<file path="src/hw/rtl/cntd_pkg.sv">
// Shared types and constants for the Chinese numeral to decimal converter.
// No dependencies; imported by every module of the block.
package cntd_pkg;

   localparam int unsigned SymbolWidth = 4;
   localparam int unsigned DigitWidth  = 4;
   localparam int unsigned MaxDigits   = 8;
   localparam int unsigned CountWidth  = $clog2(MaxDigits + 1);

   localparam logic [SymbolWidth-1:0] SymZero     = 4'd0;
   localparam logic [SymbolWidth-1:0] SymTen      = 4'd10;
   localparam logic [SymbolWidth-1:0] SymThousand = 4'd12;
   localparam logic [SymbolWidth-1:0] SymMyriad   = 4'd13;
   localparam logic [SymbolWidth-1:0] UnitNine    = 4'd9;

   typedef struct packed {
      logic [SymbolWidth-1:0] symbol;
      logic                   last_symbol;
   } req_word_type;

   typedef struct packed {
      logic [DigitWidth-1:0] digit;
      logic                  digit_valid;
      logic                  end_of_number;
   } rsp_word_type;

   // Digits of one symbol step, lowest index leaves first.
   typedef struct packed {
      logic [MaxDigits-1:0][DigitWidth-1:0] digits;
      logic [CountWidth-1:0]                count;
      logic                                 last;
      logic                                 bare;
   } pkt_type;

endpackage

</file>
<file path="src/hw/rtl/cntd_core.sv">
// Numeral state registers and the per-symbol digit expansion logic.
// Depends on cntd_pkg.
module cntd_core (
   input  logic                  clock,
   input  logic                  reset,
   input  logic                  step,
   input  cntd_pkg::req_word_type word,
   output cntd_pkg::pkt_type     pkt
);
   import cntd_pkg::*;

   logic                   zero_pending_ff, zero_pending_in;
   logic                   at_start_ff, at_start_in;
   logic [SymbolWidth-1:0] last_unit_ff, last_unit_in;
   logic [DigitWidth-1:0]  deferred_ff, deferred_in;
   logic                   any_emitted_ff, any_emitted_in;

   always_comb begin
      logic [MaxDigits-1:0][DigitWidth-1:0] dig;
      logic [CountWidth-1:0]                cnt;
      logic [SymbolWidth-1:0]               sym;
      logic [SymbolWidth-1:0]               nz;
      logic                                 last;
      sym = word.symbol;
      last = word.last_symbol;
      dig = '0;
      cnt = '0;
      nz = '0;
      zero_pending_in = zero_pending_ff;
      at_start_in = at_start_ff;
      last_unit_in = last_unit_ff;
      deferred_in = deferred_ff;
      any_emitted_in = any_emitted_ff;

      // a held zero becomes one when a ten follows it
      if (zero_pending_in) begin
         zero_pending_in = 1'b0;
         if (sym == SymTen) begin
            if (last_unit_in <= SymTen) begin
               if (cnt < CountWidth'(MaxDigits)) begin
                  dig[cnt[$clog2(MaxDigits)-1:0]] = DigitWidth'(1);
                  cnt = cnt + 1'b1;
               end
               any_emitted_in = 1'b1;
               last_unit_in = '0;
            end else begin
               deferred_in = DigitWidth'(1);
            end
         end
      end

      if (sym == SymZero) begin
         if (!last) zero_pending_in = 1'b1;
      end else if (at_start_in && sym == SymTen) begin
         if (cnt < CountWidth'(MaxDigits)) begin
            dig[cnt[$clog2(MaxDigits)-1:0]] = DigitWidth'(1);
            cnt = cnt + 1'b1;
         end
         any_emitted_in = 1'b1;
         last_unit_in = SymTen;
         deferred_in = '0;
      end else if (sym < SymTen) begin
         if (last_unit_in <= SymTen) begin
            if (cnt < CountWidth'(MaxDigits)) begin
               dig[cnt[$clog2(MaxDigits)-1:0]] = sym;
               cnt = cnt + 1'b1;
            end
            any_emitted_in = 1'b1;
            last_unit_in = '0;
         end else begin
            deferred_in = sym;
         end
      end else if (sym <= SymThousand) begin
         // ten, hundred, thousand: fill skipped places, then the held digit
         if (last_unit_in > sym + 1'b1) nz = last_unit_in - sym - 1'b1;
         for (int k = 0; k < 4; k++) begin
            if (SymbolWidth'(k) < nz) begin
               if (cnt < CountWidth'(MaxDigits)) begin
                  dig[cnt[$clog2(MaxDigits)-1:0]] = '0;
                  cnt = cnt + 1'b1;
               end
               any_emitted_in = 1'b1;
            end
         end
         if (last_unit_in != '0) begin
            if (cnt < CountWidth'(MaxDigits)) begin
               dig[cnt[$clog2(MaxDigits)-1:0]] = deferred_in;
               cnt = cnt + 1'b1;
            end
            any_emitted_in = 1'b1;
         end
         last_unit_in = sym;
         deferred_in = '0;
      end else if (sym == SymMyriad) begin
         if (last_unit_in >= SymTen) nz = last_unit_in - UnitNine;
         for (int k = 0; k < 4; k++) begin
            if (SymbolWidth'(k) < nz) begin
               if (cnt < CountWidth'(MaxDigits)) begin
                  dig[cnt[$clog2(MaxDigits)-1:0]] = '0;
                  cnt = cnt + 1'b1;
               end
               any_emitted_in = 1'b1;
            end
         end
         last_unit_in = SymMyriad;
         deferred_in = '0;
      end
      at_start_in = 1'b0;

      pkt.bare = 1'b0;
      if (last) begin
         // trailing zeros, held digit takes the final place
         if (last_unit_in >= SymTen) begin
            nz = last_unit_in - UnitNine;
            for (int k = 0; k < 4; k++) begin
               if (SymbolWidth'(k) < nz) begin
                  if (cnt < CountWidth'(MaxDigits)) begin
                     dig[cnt[$clog2(MaxDigits)-1:0]] = '0;
                     cnt = cnt + 1'b1;
                  end
                  any_emitted_in = 1'b1;
               end
            end
            if (deferred_in != '0 && cnt != '0)
               dig[$clog2(MaxDigits)'(cnt - 1'b1)] = deferred_in;
         end
         if (!any_emitted_in) begin
            dig[0] = '0;
            cnt = cnt + 1'b1;
         end
         if (cnt == '0) begin
            pkt.bare = 1'b1;
            cnt = CountWidth'(1);
         end
         zero_pending_in = 1'b0;
         at_start_in = 1'b1;
         last_unit_in = '0;
         deferred_in = '0;
         any_emitted_in = 1'b0;
      end
      pkt.digits = dig;
      pkt.count = cnt;
      pkt.last = last;
   end

   always_ff @(posedge clock) begin
      if (reset) begin
         zero_pending_ff <= 1'b0;
         at_start_ff <= 1'b1;
         last_unit_ff <= '0;
         deferred_ff <= '0;
         any_emitted_ff <= 1'b0;
      end else if (step) begin
         zero_pending_ff <= zero_pending_in;
         at_start_ff <= at_start_in;
         last_unit_ff <= last_unit_in;
         deferred_ff <= deferred_in;
         any_emitted_ff <= any_emitted_in;
      end
   end

   a_unit_legal: assert property (@(posedge clock) disable iff (reset)
      last_unit_ff == '0 || (last_unit_ff >= SymTen && last_unit_ff <= SymMyriad))
      else $error("unit register out of range");
   a_start_clean: assert property (@(posedge clock) disable iff (reset)
      at_start_ff |-> (!zero_pending_ff && last_unit_ff == '0 && !any_emitted_ff))
      else $error("numeral start with stale state");

endmodule

</file>
<file path="src/hw/rtl/cntd_emit.sv">
// Result register: holds one step's digits and shifts them out a word a cycle while rsp_stall is low.
// Depends on cntd_pkg.
module cntd_emit (
   input  logic                   clock,
   input  logic                   reset,
   input  logic                   load,
   input  cntd_pkg::pkt_type      pkt,
   output logic                   free,
   output logic                   rsp_valid,
   input  logic                   rsp_stall,
   output cntd_pkg::rsp_word_type rsp_word
);
   import cntd_pkg::*;

   logic [MaxDigits-1:0][DigitWidth-1:0] digits_ff;
   logic [CountWidth-1:0]                remain_ff;
   logic                                 last_ff;
   logic                                 bare_ff;
   logic                                 take;

   assign rsp_valid = remain_ff != '0;
   assign take = rsp_valid && !rsp_stall;
   // free when empty or the final word leaves this cycle
   assign free = !rsp_valid || (take && remain_ff == CountWidth'(1));

   assign rsp_word.digit = digits_ff[0];
   assign rsp_word.digit_valid = !bare_ff;
   assign rsp_word.end_of_number = last_ff && remain_ff == CountWidth'(1);

   always_ff @(posedge clock) begin
      if (reset) begin
         remain_ff <= '0;
      end else if (load) begin
         remain_ff <= pkt.count;
      end else if (take) begin
         remain_ff <= remain_ff - 1'b1;
      end
   end

   always_ff @(posedge clock) begin
      if (load) begin
         digits_ff <= pkt.digits;
         last_ff <= pkt.last;
         bare_ff <= pkt.bare;
      end else if (take) begin
         digits_ff <= {DigitWidth'(0), digits_ff[MaxDigits-1:1]};
      end
   end

   a_remain_bound: assert property (@(posedge clock) disable iff (reset)
      remain_ff <= CountWidth'(MaxDigits))
      else $error("result count overflow");
   a_bare_single: assert property (@(posedge clock) disable iff (reset)
      (rsp_valid && bare_ff) |-> (remain_ff == CountWidth'(1) && last_ff))
      else $error("end marker not alone");

endmodule

</file>
<file path="src/hw/rtl/chinese_numeral_to_decimal_top.sv">
// Top level of the Chinese numeral to decimal converter.
// Depends on cntd_pkg, cntd_core and cntd_emit.
//
// Takes one numeral symbol per word (0-9 digits, 10 ten, 11 hundred,
// 12 thousand, 13 ten-thousand; last_symbol closes the numeral) and returns the
// decimal digits of the numeral as rsp words, one digit per word, most
// significant first. end_of_number marks the final word of a numeral; a word
// with digit_valid low is a bare end marker for a closing symbol that adds no
// digit. A symbol word passes an input register, then the digit expansion
// logic and the numeral state update into the result register, which hands
// out its digits one per cycle while rsp_stall is low. A symbol yields up to
// 8 digits; a symbol that yields no rsp word loads nothing into the result
// register. With the result side draining freely a new symbol is taken while
// the result register still shows the final digit of the previous symbol, so
// the sustained rate is set by the number of digits per symbol. The first
// digit of an accepted symbol passes the input register and the result
// register. Codes 14 and 15 match no numeral: they drop a held zero and
// produce nothing unless they close the numeral.
module chinese_numeral_to_decimal_top (
   input  logic                   clock,
   input  logic                   reset,
   input  logic                   req_valid,
   output logic                   req_stall,
   input  cntd_pkg::req_word_type req_word,
   output logic                   rsp_valid,
   input  logic                   rsp_stall,
   output cntd_pkg::rsp_word_type rsp_word
);
   import cntd_pkg::*;

   req_word_type in_word_ff;
   logic         in_valid_ff, in_valid_in;
   logic         accept;
   logic         advance;
   logic         emit_free;
   pkt_type      pkt;

   // advance the held symbol once the result register can take its digits
   assign advance = in_valid_ff && emit_free;
   assign req_stall = in_valid_ff && !emit_free;
   assign accept = req_valid && !req_stall;

   always_comb begin
      in_valid_in = in_valid_ff;
      if (accept) begin
         in_valid_in = 1'b1;
      end else if (advance) begin
         in_valid_in = 1'b0;
      end
   end

   always_ff @(posedge clock) begin
      if (reset) begin
         in_valid_ff <= 1'b0;
      end else begin
         in_valid_ff <= in_valid_in;
      end
   end

   // hold the payload until it advances
   always_ff @(posedge clock) begin
      if (accept) in_word_ff <= req_word;
   end

   cntd_core u_core (
      .clock (clock),
      .reset (reset),
      .step  (advance),
      .word  (in_word_ff),
      .pkt   (pkt)
   );

   cntd_emit u_emit (
      .clock     (clock),
      .reset     (reset),
      .load      (advance && pkt.count != '0),
      .pkt       (pkt),
      .free      (emit_free),
      .rsp_valid (rsp_valid),
      .rsp_stall (rsp_stall),
      .rsp_word  (rsp_word)
   );

   a_stall_needs_word: assert property (@(posedge clock) disable iff (reset)
      req_stall |-> in_valid_ff)
      else $error("stall with empty input register");
   a_idle_no_stall: assert property (@(posedge clock) disable iff (reset)
      !rsp_valid |-> !req_stall)
      else $error("stall while result register empty");
   a_accept_held: assert property (@(posedge clock) disable iff (reset)
      accept |=> in_valid_ff)
      else $error("accepted symbol lost");

endmodule
</file>
<file path="config.mk">
export PLATFORM = sky130hd
export DESIGN_NAME = chinese_numeral_to_decimal_top
export DESIGN_NICKNAME = d
export VERILOG_FILES = /design/src/hw/rtl/cntd_pkg.sv /design/src/hw/rtl/cntd_core.sv /design/src/hw/rtl/cntd_emit.sv /design/src/hw/rtl/chinese_numeral_to_decimal_top.sv
export SDC_FILE = /design/constraint.sdc
export NUM_CORES = 1
export LEC_CHECK = 0
export BUFFER_PORTS_ARGS = -buffer_cell sky130_fd_sc_hd__buf_2
export CORE_ASPECT_RATIO = 0.7
export CORE_UTILIZATION = 64
export DETAILED_ROUTE_END_ITERATION = 10
export MAX_ROUTING_LAYER = met4
export PLACE_DENSITY = 0.82
export SETUP_SLACK_MARGIN = 0.5
export SLEW_MARGIN = 0
export SYNTH_ARGS = -nofsm -noshare
export SYNTH_HDL_FRONTEND = slang
export SYNTH_HIERARCHICAL = 1
export SYNTH_SLANG_ARGS = --single-unit
</file>
<file path="constraint.sdc">
create_clock -name clock -period 12.4 [get_ports clock]
set_input_delay 0.62 -clock clock [delete_from_list [all_inputs] [get_ports clock]]
set_output_delay 0.62 -clock clock [all_outputs]
set_load 0.05 [all_outputs]
</file>
Yosys cells after proc, flatten, opt, wreduce, memory -nomap -nowiden

Index checks and enable logic that the tools add are counted.
W data, S select, Z words.

Flip-flop bits (word level): 55
Logic and storage cells: 411

Add/sub/neg operators: 20
Order comparisons: 57
Equal/unequal tests: 3
Mux-type cells: 250
Bitwise gates (word level): 25
Reductions and logical operators: 37

Operators with widths:

| operator              | count |
|---|---|
| $mux W32              | 77 |
| $mux W4               | 125 |
| $not A32 Y32          | 11 |
| $and A32 B32 Y32      | 10 |
| $demux W4 S3          | 13 |
| $bwmux W32            | 3 |
| $add A4 B1 Y4 const B | 14 |
| $lt A3 B4 Y1 const B  | 13 |
| $lt A4 B4 Y1 const B  | 13 |
| $ge A3 B1 Y1 const B  | 13 |
| $and A4 B32 Y32       | 1 |
| $mux W1               | 32 |
| $and A3 B24 Y24       | 1 |
| $lt A1 B4 Y1 const A  | 6 |
| $lt A2 B4 Y1 const A  | 6 |
| $not A24 Y24          | 1 |
| $logic_and A1 B1 Y1   | 22 |
| $reduce_bool A4 Y1    | 5 |
| $le A4 B4 Y1 const B  | 3 |
| $eq A4 B4 Y1 const B  | 2 |
| $ge A4 B4 Y1 const B  | 2 |
| $logic_not A4 Y1      | 2 |
| $or A1 B8 Y8          | 1 |
| $sub A4 B1 Y4 const B | 2 |
| 8 further kinds       | 14 |

Logic depth before layout (Yosys ltp)

Depth in word-level cells: 76
Gate-level depth with buffers: 49
Depth with buffers taken out: 45

Cells and area by module

The synthesis kept the hierarchy.

Modules (own cells, without submodules):

| module                         | instances | cells each | area an instance (um2) | sequential area each (um2) |
|---|---|---|---|---|
| cntd_core                      | 1         | 573        | 4056.4                 | 220.2 |
| cntd_emit                      | 1         | 111        | 1689.1                 | 1101.1 |
| chinese_numeral_to_decimal_top | 1         | 11         | 212.7                  | 170.2 |

Worst setup path after synthesis

OpenSTA, ideal clock, no wires.

Kind: register to register
Start: register in_word_ff[1] in the netlist's numbering
End: register u_emit/digits_ff[10] in the netlist's numbering, enable pin
Data arrival time: 10238 ps
Required time: 12011 ps
Path slack: 1773 ps
Cell stages (with the launch flop): 47
Path buffers: 5
Clock period less this slack: 10627 ps
Cell sequence: edfxtp_1 -> clkbuf_1 -> inv_1 -> ha_1 -> and4b_1 -> buf_4 -> o21ai_0 -> ha_1 -> a21o_1 -> a21oi_1 -> xnor3_1 -> nor3_2 -> o21bai_1 -> a22oi_1 -> inv_1 -> ha_1 -> clkbuf_1 -> xnor2_1 -> [... 11 more ...] -> ha_1 -> mux2i_4 -> inv_4 -> ha_1 -> mux2i_2 -> inv_1 -> ha_1 -> and2_1 -> o31ai_1 -> inv_1 -> ha_1 -> nor2_1 -> a21oi_1 -> o41ai_1 -> o41a_1 -> clkbuf_1 -> inv_1 -> nand2_1

RTL lines:

| item                   | RTL line                             | text |
|---|---|---|
| from (decl)            | chinese_numeral_to_decimal_top.sv:31 | `req_word_type in_word_ff;` |
| from (signal assigned) | chinese_numeral_to_decimal_top.sv:62 | `if (accept) in_word_ff <= req_word;` |
| to (signal assigned)   | cntd_emit.sv:42                      | `digits_ff <= pkt.digits;` |
| to (signal assigned)   | cntd_emit.sv:46                      | `digits_ff <= {DigitWidth'(0), digits_ff[MaxDigits-1:1]};` |
| to (decl)              | cntd_emit.sv:15                      | `logic [MaxDigits-1:0][DigitWidth-1:0] digits_ff;` |

==> metrics.csv <==
metric;value;unit
Seq/Total Area, Yosys;25.03;%
yosys warns;6;
CP Max Fanout;35;
maximum clock frequency;0.08934;GHz
final worst clock skew;0.005861;ns
min-delay src;req_word[0];
Antenna Cells;0;
chip width;117.3;um
GPL Wtd Cong;1.014;
syn avg cell area;8.573;sq um
Pwr Density;250.2;nW/um^2
EDFF count, synth;39;
worst-margin pin slew;1.318;ns
final setup fails;0;
H-tree depth;2;
Hold Fails Final Rpt;0;
critical path depth;42;
IO buf count;16;
CP bufs+invs;10;
via count of the first global-routing pass;5111;
total negative slack;0;ns
antenna-violating nets left;0;
max cap viols;0;
mapped cell area;5958;sq um
hold_buf cts;0;
R2R cell count;42;
Die Ht;82.73;um
Syn Nets;734;
first-pass GRT wire length;27.53;mm
Lkg Pwr;2.373;nW
ys flop type;edfxtp_1;
global-route usage over all layers;37.63;%
clock buffer depth;2;
DRT iter0 DRCs;1115;
Final Worst Setup Slack;1.207;ns
Final Util;68.70;%
Std-Cell Core Area;9035;sq um
via count;5971;
maximum vdd ir drop;324.4;uV
fin nets;726;
initial antenna violation count;0;
number of distinct library cells after synthesis;103;
largest net degree at the start of global routing;36;
Crit path arrival time;11.24;ns
Post-CTS Resized;0;
critical path's top delay family;adder cells;
Worst-path clk slew;0.07;ns
grt ovf;0;
CP max-delay cell;edfxtp_1;
reg2reg start;in_word_ff[1];
fin crit period;11.19;ns
R2R setup slack;1.21;ns
TritonCTS Sinks;55;
Worst slew margin;11.35;%
Slew Viols, Final;0;
Syn Inst Count;695;
outcome;complete, no violations;
Hold EP;in_word_ff[0];
drt total wl;17.89;mm
Wirelength per Cell;22.03;um
Setup CP Type;reg2reg;
CP Launch Type;flop;
TritonCTS buffer count;5;
CTS tree;built;
area grow syn2layout;4.179;%
Hold Crit Class;in2reg;
Vias/cell;7.353;
post-route clock period utilization;90.27;%
Worst path max stage delay;0.54;ns
FFs w/ async S/R, synth;0;%
Worst-Skew Late Latency;0.30;ns
Row Count;29;
Final HPWL DP;13.68;mm
CP Data Required Time;12.44;ns
cell depth of the worst min-delay path;1;
number of setup buffers added after CTS;0;
pre-CTS setup slack;1.106;ns
total die area;9706;sq um
fraction of layout cells with a size suffix above 1;16.28;%
Root Buffer;clkbuf_16;
Crit Reg-Reg Endpoint;u_emit/digits_ff[5];
First-pass DRT Iterations;6;
Starting Density;65.95;%
Yosys reg bits;55;
CP endpoint kind;flop;
CP dominant cell by count;ha_1;
DRC Markers;0;
# fillers;731;
# IOs;17;
most frequent cells in the layout;nand2_1, nor2_1, edfxtp_1;
RSZ-0062 raised after global routing;no;
-- flip-flops by register name, summed over array words and instances (netlist names) --
register	cells
u_emit/last_ff	1
u_emit/remain_ff	4
in_valid_ff	1
u_core/zero_pending_ff	1
u_core/any_emitted_ff	1
u_core/deferred_ff	4
u_core/at_start_ff	1
u_core/last_unit_ff	4
u_emit/rsp_word	4
u_emit/bare_ff	1
u_emit/digits_ff	28
in_word_ff	5
-- where the power goes --
| part | leakage (nW) | switching (mW) | internal, mW | total, mW |
|---|---|---|---|---|
| logic | 1.79 | 0.711 | 0.361 | 1.07 |
| clock network | 0.0731 | 0.0665 | 0.0809 | 0.147 |
| registers | 0.507 | 0.0323 | 0.301 | 0.333 |
| total | 2.37 | 0.810 | 0.743 | 1.55 |
-- layer usage --
| metal | vias up | track usage, % | part of all wire (%) |
|---|---|---|---|
| met2 | 469 | 55.98 | 42 |
| met3 | 64 | 9.203 | 13 |
| met5 | - | - | 0 |
| li1 | 2649 | - | - |
| met1 | 2789 | 51.12 | 43 |
| met4 | 0 | 9.610 | 2.5 |
-- worst max-delay path by stage --
stage,from,endpoint,slack (ns)
after floorplan,in_word_ff[1],u_emit/digits_ff[10],1.77
final,in_word_ff[1],u_emit/digits_ff[5],1.21
after CTS,in_word_ff[1],u_emit/digits_ff[13],1.10
after detailed placement,in_word_ff[1],u_emit/rsp_word[2],1.11
after global placement,in_word_ff[1],u_emit/digits_ff[11],1.59
after global routing,in_word_ff[1],u_emit/digits_ff[7],0.50
-- layout make-up --
class	count	area (sq um)	share of cell area, %
multi-input combinational	568	4139	66.68
sequential	55	1491	24.03
tap	124	155.1	2.500
clock buffer	6	138.9	2.237
inverter	35	133.9	2.157
timing repair buffer	22	132.6	2.137
clock inverter	2	16.27	0.2620
-- synth_stat cells (4+ instances only) --
cell        n  area [sq um]
a21o_1     17         127.6
a21oi_1    35         175.2
a22oi_1     7         52.55
a2bb2oi_1   4         35.03
a311oi_1    5         43.79
a31oi_1     7         43.79
a41oi_1     4         35.03
and2_1     18         112.6
and3_1      6         37.54
buf_2      15         75.07
buf_4       8         60.06
clkbuf_1   12         45.04
dfxtp_1    16         320.3
edfxtp_1   39          1171
ha_1       29         362.9
inv_1      27         101.4
inv_2       6         22.52
mux2_2     30         337.8
mux2i_1     5         50.05
nand2_1    60         225.2
nand2b_1    7         43.79
nand3_1    27         135.1
nand4_1    14         87.58
nor2_1     60         225.2
nor2b_1     8         50.05
nor3_1     21         105.1
nor4_1      5         31.28
o211a_1     5         50.05
o211ai_1    6         45.04
o21a_1      5         37.54
o21ai_0    14         70.07
o21ai_1     9         45.04
o21ai_2     4         35.03
o22ai_1    15         93.84
o2bb2ai_1   5         43.79
o31ai_1     8         60.06
o32a_1      4         40.04
o32ai_1     9         78.83
or2_2       4         25.02
or3_1      12         75.07
xnor2_1    11         96.34
-- per-stage QoR --
stage / total power [mW] / cells / hold WS (ns) / area, sq um
after floorplan: 1.165 / 695 / 0.4611 / 5958
after global placement: 1.339 / 804 / 0.4753 / 6043
after detailed placement: 1.370 / 804 / 0.4891 / 6043
after CTS: 1.518 / 812 / 0.4933 / 6198
after global routing: 1.644 / 812 / 0.4947 / 6207
final: 1.553 / 812 / 0.4942 / 6207
-- logic make-up after synthesis --
kind of cell,count (synthesis),synth area share [%]
flip-flops,55,25.03
adder cells (fa/ha/maj),31,6.594
XOR/XNOR,17,3.528
AND/OR/NAND/NOR,265,23.04
buffers and inverters,72,5.523
AO/OA/AOI/OAI,217,28.94
multiplexers,38,7.350
No activity file was read; power rests on OpenSTA's default activity.
